--- config.mk ---
export PLATFORM = sky130hd
export DESIGN_NAME = dhcp_datagram_parser_top_flat
export DESIGN_NICKNAME = d
export VERILOG_FILES = /design/src/rtl/dhcp_dp_pkg.sv /design/src/rtl/dhcp_dp_in_if.sv /design/src/rtl/dhcp_dp_out_if.sv /design/src/rtl/dhcp_dp_step.sv /design/src/rtl/dhcp_datagram_parser_top.sv /design/src/flat_wrapper.sv
export SDC_FILE = /design/constraint.sdc
export NUM_CORES = 1
export LEC_CHECK = 0
export BUFFER_PORTS_ARGS = -buffer_cell sky130_fd_sc_hd__buf_2
export CORE_ASPECT_RATIO = 1.2
export CORE_UTILIZATION = 38
export CTS_CLUSTER_DIAMETER = 50
export CTS_CLUSTER_SIZE = 8
export DETAILED_ROUTE_END_ITERATION = 10
export GPL_TIMING_DRIVEN = 0
export HOLD_SLACK_MARGIN = 0.02
export PLACE_DENSITY_LB_ADDON = 0.2
export SLEW_MARGIN = 20
export SYNTH_ARGS = -nofsm -noshare
export SYNTH_HDL_FRONTEND = slang
export SYNTH_SLANG_ARGS = --single-unit
--- constraint.sdc ---
create_clock -name clk_i -period 6.92 [get_ports clk_i]
set_input_delay 0.692 -clock clk_i [delete_from_list [all_inputs] [get_ports clk_i]]
set_output_delay 0.692 -clock clk_i [all_outputs]
set_load 0.05 [all_outputs]
--- src/rtl/dhcp_dp_pkg.sv ---
package dhcp_dp_pkg;

  // Datagram length bound; bytes at or past this index are not parsed.
  localparam int unsigned MaxDatagramBytes = 2048;
  localparam int unsigned PosW = $clog2(MaxDatagramBytes + 1);

  localparam logic [31:0] CookieValue = 32'h6382_5363;
  localparam logic [7:0]  HeaderEnd   = 8'd239;

  // Option tags with special handling
  localparam logic [7:0] TagPad     = 8'd0;
  localparam logic [7:0] TagSubnet  = 8'd1;
  localparam logic [7:0] TagTimeOff = 8'd2;
  localparam logic [7:0] TagReqIp   = 8'd50;
  localparam logic [7:0] TagMsgType = 8'd53;
  localparam logic [7:0] TagEnd     = 8'd255;

  typedef enum logic [2:0] {
    PhHeader = 3'd0,
    PhTag    = 3'd1,
    PhLen    = 3'd2,
    PhData   = 3'd3,
    PhDone   = 3'd4,
    PhSkip   = 3'd5,
    PhOver   = 3'd6
  } phase_e;

  typedef enum logic [3:0] {
    KindOpcode   = 4'd0,
    KindHwType   = 4'd1,
    KindHwLen    = 4'd2,
    KindXid      = 4'd3,
    KindSecs     = 4'd4,
    KindFlags    = 4'd5,
    KindCiaddr   = 4'd6,
    KindYiaddr   = 4'd7,
    KindSiaddr   = 4'd8,
    KindChaddrHi = 4'd9,
    KindChaddrLo = 4'd10,
    KindCookie   = 4'd11,
    KindOptStart = 4'd12,
    KindOptData  = 4'd13,
    KindOptsEnd  = 4'd14,
    KindDgramEnd = 4'd15
  } kind_e;

  typedef enum logic [1:0] {
    StOk        = 2'd0,
    StCookieBad = 2'd1,
    StBadLen    = 2'd2,
    StTrunc     = 2'd3
  } status_e;

  typedef struct packed {
    logic [PosW-1:0] pos;
    logic [63:0]     acc;
    phase_e          phase;
    logic [7:0]      tag;
    logic [7:0]      remaining;
    logic [7:0]      index;
    status_e         sticky;
  } state_t;

  typedef struct packed {
    kind_e       kind;
    logic [63:0] value;
    logic [7:0]  code;
    logic [7:0]  size;
    logic [7:0]  dpos;
    status_e     status;
    logic        done;
  } record_t;

  localparam state_t StateReset = '{
    pos:       '0,
    acc:       '0,
    phase:     PhHeader,
    tag:       '0,
    remaining: '0,
    index:     '0,
    sticky:    StOk
  };

endpackage

--- src/rtl/dhcp_dp_in_if.sv ---
interface dhcp_dp_in_if;
  logic       valid;
  logic       ready;
  logic [7:0] data_byte;
  logic       last_byte;

  modport source (output valid, data_byte, last_byte, input ready);
  modport sink   (input valid, data_byte, last_byte, output ready);
endinterface

--- src/rtl/dhcp_dp_out_if.sv ---
interface dhcp_dp_out_if;
  logic        valid;
  logic        ready;
  logic [3:0]  record_kind;
  logic [63:0] field_value;
  logic [7:0]  option_code;
  logic [7:0]  option_size;
  logic [7:0]  data_position;
  logic [1:0]  status;
  logic        datagram_done;

  modport source (output valid, record_kind, field_value, option_code, option_size,
                  data_position, status, datagram_done, input ready);
  modport sink   (input valid, record_kind, field_value, option_code, option_size,
                  data_position, status, datagram_done, output ready);
endinterface

--- src/rtl/dhcp_dp_step.sv ---
module dhcp_dp_step
  import dhcp_dp_pkg::*;
(
  input  state_t     st_i,
  input  logic [7:0] data_byte_i,
  input  logic       last_byte_i,
  output state_t     st_o,
  output logic       have_o,
  output record_t    rec_o
);

  phase_e      phase;
  logic [63:0] acc_sh;
  logic [63:0] hdr_mask;
  kind_e       hdr_kind;
  logic        trunc;
  logic        len_bad;
  logic [7:0]  rem_dec;

  assign acc_sh  = {st_i.acc[55:0], data_byte_i};
  assign rem_dec = st_i.remaining - 8'd1;

  // Fixed option lengths
  always_comb begin
    len_bad = 1'b0;
    if (st_i.tag == TagMsgType) begin
      len_bad = (data_byte_i != 8'd1);
    end else if (st_i.tag == TagSubnet || st_i.tag == TagTimeOff || st_i.tag == TagReqIp) begin
      len_bad = (data_byte_i != 8'd4);
    end
  end

  // Header field ends: kind and value width
  always_comb begin
    hdr_kind = KindOpcode;
    hdr_mask = '0;
    unique case (st_i.pos[7:0])
      8'd0:      begin hdr_kind = KindOpcode;   hdr_mask = 64'h0000_0000_0000_00ff; end
      8'd1:      begin hdr_kind = KindHwType;   hdr_mask = 64'h0000_0000_0000_00ff; end
      8'd2:      begin hdr_kind = KindHwLen;    hdr_mask = 64'h0000_0000_0000_00ff; end
      8'd7:      begin hdr_kind = KindXid;      hdr_mask = 64'h0000_0000_ffff_ffff; end
      8'd9:      begin hdr_kind = KindSecs;     hdr_mask = 64'h0000_0000_0000_ffff; end
      8'd11:     begin hdr_kind = KindFlags;    hdr_mask = 64'h0000_0000_0000_ffff; end
      8'd15:     begin hdr_kind = KindCiaddr;   hdr_mask = 64'h0000_0000_ffff_ffff; end
      8'd19:     begin hdr_kind = KindYiaddr;   hdr_mask = 64'h0000_0000_ffff_ffff; end
      8'd23:     begin hdr_kind = KindSiaddr;   hdr_mask = 64'h0000_0000_ffff_ffff; end
      8'd35:     begin hdr_kind = KindChaddrHi; hdr_mask = '1; end
      8'd43:     begin hdr_kind = KindChaddrLo; hdr_mask = '1; end
      HeaderEnd: begin hdr_kind = KindCookie;   hdr_mask = 64'h0000_0000_ffff_ffff; end
      default:   begin hdr_kind = KindOpcode;   hdr_mask = '0; end
    endcase
  end

  always_comb begin
    st_o         = st_i;
    have_o       = 1'b0;
    trunc        = 1'b0;
    rec_o.kind   = KindOpcode;
    rec_o.value  = '0;
    rec_o.code   = '0;
    rec_o.size   = '0;
    rec_o.dpos   = '0;
    rec_o.status = st_i.sticky;
    rec_o.done   = last_byte_i;

    phase = st_i.phase;
    if (phase != PhDone && phase != PhSkip && st_i.pos >= PosW'(MaxDatagramBytes)) begin
      phase = PhOver;
    end
    st_o.phase = phase;

    unique case (phase)
      PhHeader: begin
        st_o.acc = acc_sh;
        if (hdr_mask != '0) begin
          have_o      = 1'b1;
          rec_o.kind  = hdr_kind;
          rec_o.value = acc_sh & hdr_mask;
        end
        if (st_i.pos[7:0] == HeaderEnd) begin
          if (acc_sh[31:0] != CookieValue) begin
            rec_o.status = StCookieBad;
          end
          st_o.phase = PhTag;
        end else if (last_byte_i) begin
          trunc = 1'b1;
        end
      end
      PhTag: begin
        if (data_byte_i == TagEnd) begin
          have_o     = 1'b1;
          rec_o.kind = KindOptsEnd;
          rec_o.code = TagEnd;
          st_o.phase = PhDone;
        end else if (data_byte_i != TagPad) begin
          st_o.tag   = data_byte_i;
          st_o.phase = PhLen;
          trunc      = last_byte_i;
        end
      end
      PhLen: begin
        have_o     = 1'b1;
        rec_o.kind = KindOptStart;
        rec_o.code = st_i.tag;
        rec_o.size = data_byte_i;
        if (len_bad) begin
          st_o.sticky  = StBadLen;
          rec_o.status = StBadLen;
          st_o.phase   = PhSkip;
        end else if (data_byte_i == 8'd0) begin
          st_o.phase = PhTag;
        end else begin
          st_o.remaining = data_byte_i;
          st_o.index     = '0;
          st_o.phase     = PhData;
          trunc          = last_byte_i;
        end
      end
      PhData: begin
        have_o         = 1'b1;
        rec_o.kind     = KindOptData;
        rec_o.value    = {56'd0, data_byte_i};
        rec_o.code     = st_i.tag;
        rec_o.size     = st_i.remaining + st_i.index;
        rec_o.dpos     = st_i.index;
        st_o.remaining = rem_dec;
        st_o.index     = st_i.index + 8'd1;
        if (rem_dec == 8'd0) begin
          st_o.phase = PhTag;
        end else begin
          trunc = last_byte_i;
        end
      end
      PhOver: begin
        trunc = last_byte_i;
      end
      PhDone, PhSkip: begin
      end
      default: begin
      end
    endcase

    if (st_i.pos < PosW'(MaxDatagramBytes)) begin
      st_o.pos = st_i.pos + PosW'(1);
    end

    if (last_byte_i && !have_o) begin
      have_o      = 1'b1;
      rec_o.kind  = KindDgramEnd;
      rec_o.value = '0;
      rec_o.code  = '0;
      rec_o.size  = '0;
      rec_o.dpos  = '0;
    end
    if (trunc && rec_o.status != StBadLen) begin
      rec_o.status = StTrunc;
    end

    if (last_byte_i) begin
      st_o = StateReset;
    end
  end

endmodule

--- src/rtl/dhcp_datagram_parser_top.sv ---
// Channel | Dir | Payload                                           | Transaction
// in_i    | in  | data_byte[7:0], last_byte                         | one datagram byte
// out_o   | out | record_kind, field_value, option_code,            | one parsed record
//         |     | option_size, data_position, status, datagram_done |
//
// One byte per cycle while out_o does not stall; its record is offered in the
// cycle after the byte. The parse state updates on the byte transaction itself;
// the record goes to an output register, so in_i.ready drops only while that
// register is full and stalled. Bytes that make no record take no output slot.
// Reset (rst_ni low, asynchronous) returns the parse state to the header phase.
module dhcp_datagram_parser_top
  import dhcp_dp_pkg::*;
(
  input  logic        clk_i,
  input  logic        rst_ni,
  dhcp_dp_in_if.sink    in_i,
  dhcp_dp_out_if.source out_o
);

  state_t  st_q, st_d;
  record_t rec_d, rec_q;
  logic    have;
  logic    out_vld_q, out_vld_d;
  logic    in_acc;

  // Take a byte whenever the output register is empty or being drained.
  assign in_i.ready = !out_vld_q || out_o.ready;
  assign in_acc     = in_i.valid && in_i.ready;

  dhcp_dp_step u_step (
    .st_i        (st_q),
    .data_byte_i (in_i.data_byte),
    .last_byte_i (in_i.last_byte),
    .st_o        (st_d),
    .have_o      (have),
    .rec_o       (rec_d)
  );

  always_comb begin
    out_vld_d = out_vld_q;
    if (out_o.ready) begin
      out_vld_d = 1'b0;
    end
    if (in_acc && have) begin
      out_vld_d = 1'b1;
    end
  end

  // Parse state: control fields under reset
  always_ff @(posedge clk_i or negedge rst_ni) begin
    if (!rst_ni) begin
      st_q      <= StateReset;
      out_vld_q <= 1'b0;
    end else begin
      out_vld_q <= out_vld_d;
      if (in_acc) begin
        st_q <= st_d;
      end
    end
  end

  // Record payload, no reset
  always_ff @(posedge clk_i) begin
    if (in_acc && have) begin
      rec_q <= rec_d;
    end
  end

  assign out_o.valid         = out_vld_q;
  assign out_o.record_kind   = rec_q.kind;
  assign out_o.field_value   = rec_q.value;
  assign out_o.option_code   = rec_q.code;
  assign out_o.option_size   = rec_q.size;
  assign out_o.data_position = rec_q.dpos;
  assign out_o.status        = rec_q.status;
  assign out_o.datagram_done = rec_q.done;

`ifndef SYNTHESIS
  // A last byte always yields a record flagged as the datagram's end.
  a_last_makes_record: assert property (@(posedge clk_i) disable iff (!rst_ni)
    in_acc && in_i.last_byte |=> out_vld_q && rec_q.done)
    else $error("last byte produced no closing record");

  // After a last byte the next datagram starts from the header.
  a_last_resets_state: assert property (@(posedge clk_i) disable iff (!rst_ni)
    in_acc && in_i.last_byte |=> st_q.pos == '0 && st_q.phase == PhHeader
      && st_q.sticky == StOk)
    else $error("parse state not cleared after last byte");

  // Byte index saturates at the length bound.
  a_pos_bound: assert property (@(posedge clk_i) disable iff (!rst_ni)
    st_q.pos <= PosW'(MaxDatagramBytes))
    else $error("byte position past bound");

  // Inside option data there is always at least one byte still owed.
  a_data_remaining: assert property (@(posedge clk_i) disable iff (!rst_ni)
    st_q.phase == PhData |-> st_q.remaining != 8'd0)
    else $error("data phase with no bytes remaining");
`endif

endmodule

--- src/flat_wrapper.sv ---
// flat-port wrapper written by rule: the top's interface ports become plain ports
module dhcp_datagram_parser_top_flat import dhcp_dp_pkg::*;
  (clk_i, rst_ni, in_i_valid, in_i_data_byte, in_i_last_byte, in_i_ready, out_o_valid, out_o_record_kind, out_o_field_value, out_o_option_code, out_o_option_size, out_o_data_position, out_o_status, out_o_datagram_done, out_o_ready);
  dhcp_dp_in_if in_i_i ();
  dhcp_dp_out_if out_o_i ();
  input  logic clk_i;
  input  logic rst_ni;
  input wire logic [$bits(in_i_i.valid)-1:0] in_i_valid;
  input wire logic [$bits(in_i_i.data_byte)-1:0] in_i_data_byte;
  input wire logic [$bits(in_i_i.last_byte)-1:0] in_i_last_byte;
  output wire logic [$bits(in_i_i.ready)-1:0] in_i_ready;
  output wire logic [$bits(out_o_i.valid)-1:0] out_o_valid;
  output wire logic [$bits(out_o_i.record_kind)-1:0] out_o_record_kind;
  output wire logic [$bits(out_o_i.field_value)-1:0] out_o_field_value;
  output wire logic [$bits(out_o_i.option_code)-1:0] out_o_option_code;
  output wire logic [$bits(out_o_i.option_size)-1:0] out_o_option_size;
  output wire logic [$bits(out_o_i.data_position)-1:0] out_o_data_position;
  output wire logic [$bits(out_o_i.status)-1:0] out_o_status;
  output wire logic [$bits(out_o_i.datagram_done)-1:0] out_o_datagram_done;
  input wire logic [$bits(out_o_i.ready)-1:0] out_o_ready;
  assign in_i_i.valid = in_i_valid;
  assign in_i_i.data_byte = in_i_data_byte;
  assign in_i_i.last_byte = in_i_last_byte;
  assign in_i_ready = in_i_i.ready;
  assign out_o_valid = out_o_i.valid;
  assign out_o_record_kind = out_o_i.record_kind;
  assign out_o_field_value = out_o_i.field_value;
  assign out_o_option_code = out_o_i.option_code;
  assign out_o_option_size = out_o_i.option_size;
  assign out_o_data_position = out_o_i.data_position;
  assign out_o_status = out_o_i.status;
  assign out_o_datagram_done = out_o_i.datagram_done;
  assign out_o_i.ready = out_o_ready;
  dhcp_datagram_parser_top u_core (.clk_i(clk_i), .rst_ni(rst_ni), .in_i(in_i_i), .out_o(out_o_i));
endmodule
==> flow_metrics.tcl <==
set metrics [dict create \
    antenna_found_initial 0 \
    synth_edf_count 95 \
    setup_tns_ns 0 \
    first_iter_violations 501 \
    core_area_sq_um 22600 \
    dp.cells 1162 \
    final_hold_viol_count 0 \
    ant_nets 0 \
    ff2ff_setup_slack_ns 3.87 \
    cp.arrival_ns 3.37 \
    synth_seq_area_share_pct 60.2 \
    cts_made_buffers 17 \
    relSlewSlack_pct 30.9 \
    hold_class "in2async" \
    post_cts_buffers 0 \
    final_max_slew_viol_count 0 \
    timing.fmax_ghz 0.309 \
    cp_max_fo 23 \
    synth_cell_types 72 \
    num_rows 60 \
    cts_root_buf "clkbuf_16" \
    syn_inst 744 \
    dr.pass1.iters 5 \
    cts_resized 0 \
    cts_tree "built" \
    crit_family "buffers and inverters" \
    synth_fp_nets 772 \
    pin_count 110 \
    r2r_start "u_core.st_q[99]$_DFFE_PN0P_" \
    power_density_nw_per_um2 319 \
    cp_cell_sequence "clkbuf_1, nand4_1, nor3_1, o21ai_0, a31oi_4, buf_16, buf_16, buf_16" \
    cts_buffer_depth 2 \
    r2r-end "u_core.out_o.field_value[12]$_SDFFCE_PP0P_" \
    syn_area_sq_um 8810 \
    worst_path_max_delay_cell "a31oi_4" \
    grt_usage_pct 19.0 \
    r2r_cells 11 \
    design_area_sq_um 10500 \
    period_share_pct 46.7 \
    dieWidth_um 141 \
    tightest_slew_ns 1.03 \
    postCtsHoldBufs 0 \
    remaining_drc_errors 0 \
    crit_end "u_core.out_o.field_value[12]$_SDFFCE_PP0P_" \
    total_power_w 0.00335 \
    worstSetupStartpointType "input pin" \
    gp_congestion 0.900 \
    ir_worst_vdd_mv 0.157 \
    syn_area_per_cell_sq_um 11.8 \
    crit_type "in2reg" \
    leakage_nw 4.42 \
    clk_pin_slew_ns 0.08 \
    area_growth_pct 19.1 \
    grt_overflow 0 \
    cts-htree-levels 4 \
    cp.depth 8 \
    grt_pass1_vias 6184 \
    finalSetupViolCount 0 \
    critPathRequiredTime_ns 7.06 \
    min_period_ns 3.23 \
    outcome "finished, final reports clean" \
    synth.ff_latch_count 193 \
    vias 6388 \
    cap_violations 0 \
    placed_area_sq_um 9890 \
    end_kind "register" \
    start_util_pct 39.0 \
    cts.sinks 193 \
    nNetsFinal 899 \
    yosysWarnings 0 \
    grt_pass1_wl_um 34600 \
    instances_no_fill 1194 \
    critPathBufInv 4 \
    hpwl_um 15400 \
    diodes 0 \
    synth_top_area_share_pct 32.4 \
    portBuffers 102 \
    grt_max_degree 78 \
    synthArstFlopShare_pct 50.8 \
    post-place-ws_ns 3.33 \
    drive_gt1_share_pct 18.8 \
    die_area_sq_um 23800 \
    die_h_um 169 \
    cp_common_cell "buf_16" \
    routed_wl_um 21800 \
    clk_latency_ns 0.43 \
    wl_per_cell_um 18.2 \
    setup_ws_ns 3.69 \
    synth_area_leaders "edfxtp_1 (32%), dfrtp_1 (28%), a22o_1 (6.5%), and2_1 (5.3%), nor2_1 (2.1%)" \
    clock-skew-final_ns 0.0114 \
    ys.flop_type "dfrtp_1" \
    rsz0062_at_grt "false" \
    setup.worst_path.start "in_i_data_byte[6]" \
    critPathMaxStageDelay_ns 0.64 \
    yosys.area.top_type "edfxtp_1" \
    vias_per_cell 5.35 \
]
[cells in the final DEF, fill, tap and decap left out, drive strengths merged, types with 25 or more instances in the layout]
master / n
buf: 122
inv: 25
a22o: 65
o21ai: 37
nor2: 49
edfxtp: 95
a21oi: 28
clkbuf: 54
and2: 74
nand2: 43
dfrtp: 98
[cell usage after synthesis (all sizes together), types with 2 or more instances]
master	instances
a21o	11
o32ai	2
inv	20
o22ai	3
nor2	49
nor3	23
xor2	8
ha	14
or2	2
nand2b	4
a31o	2
a221o	2
xnor2	5
o311ai	6
or4b	3
nand2	43
and2	74
nand4	10
nor2b	5
and4	2
o41ai	2
nand4b	2
clkbuf	36
a211oi	2
a22oi	5
or4	2
nand3b	2
a32o	3
nor4	10
a22o	65
or3	6
a21oi	28
dfrtp	98
o21ai	37
edfxtp	95
nand3	12
a31oi	9
nor4b	4
buf	14
mux2i	5
[registers in the layout, indices dropped and copies added, names as in the netlist]
name,flops
u_core.out_o.data_position,8
u_core.out_o.datagram_done,1
u_core.st_q,97
u_core.out_o.field_value,64
u_core.out_o.status,2
u_core.out_o.option_size,8
u_core.out_o.option_code,8
u_core.out_o.record_kind,4
u_core.out_o.valid,1
[power breakdown]
part           internal [W]  leakage [nW]  switching, W
clock              0.000488         0.289      0.000491
combinational      0.000245          1.87      0.000638
sequential          0.00138          2.26      0.000105
total               0.00212          4.42       0.00123
[per-stage QoR]
step	hold slack, ns	util [%]
CTS	0.101	46.4
global placement	0.474	43.0
detailed placement	0.473	43.8
global route	0.105	46.4
floorplan	0.396	-
finish	0.104	46.4
[logic make-up (layout without fill, tap and decap cells)]
| kind of cell | count (synthesis) | after routing | synth area share (%) |
|---|---|---|---|
| adder cells (fa/ha/maj) | 15 | 15 | 2.22 |
| buffers and inverters | 70 | 210 | 3.58 |
| multiplexers | 5 | 5 | 0.568 |
| AO/OA/AOI/OAI | 190 | 190 | 16.0 |
| XOR/XNOR | 13 | 13 | 1.29 |
| AND/OR/NAND/NOR | 258 | 258 | 16.1 |
| flip-flops | 193 | 193 | 60.2 |
[routing by layer]
layer / vias to the layer above / GRT usage [%] / part of all wire (%)
met5: - / 0 / 0
met4: 0 / 6.10 / 1.8
met3: 24 / 2.97 / 4.2
met2: 214 / 31.9 / 49
met1: 3140 / 25.2 / 45
li1: 3010 / - / -
[worst min-delay path by stage]
| stage | startpoint | endpoint | slack [ns] | depth (start not counted) |
|---|---|---|---|---|
| 2_1_floorplan | rst_ni | u_core.out_o.valid$_DFFE_PN0P_ | 0.40 | 0 |
| 3_5_place_dp | u_core.st_q[0]$_DFFE_PN0P_ | u_core.st_q[0]$_DFFE_PN0P_ | 0.47 | 1 |
| 4_1_cts | rst_ni | u_core.st_q[100]$_DFFE_PN0P_ | 0.10 | 1 |
| 3_3_place_gp | u_core.st_q[0]$_DFFE_PN0P_ | u_core.st_q[0]$_DFFE_PN0P_ | 0.47 | 1 |
| 6_report | rst_ni | u_core.st_q[100]$_DFFE_PN0P_ | 0.10 | 1 |
| 5_1_grt | rst_ni | u_core.st_q[100]$_DFFE_PN0P_ | 0.10 | 1 |
[final cells by class]
class / count / area, sq um
clock inverters: 14 / 165
multi-input cells: 481 / 3200
fillers: 2055 / 12100
clock buffers: 18 / 429
inverters: 20 / 75.1
repair buffers: 108 / 682
well taps: 310 / 388
plain buffers: 50 / 240
flip-flops and latches: 193 / 5310
Note: power is estimated with default switching activity, not from simulation.
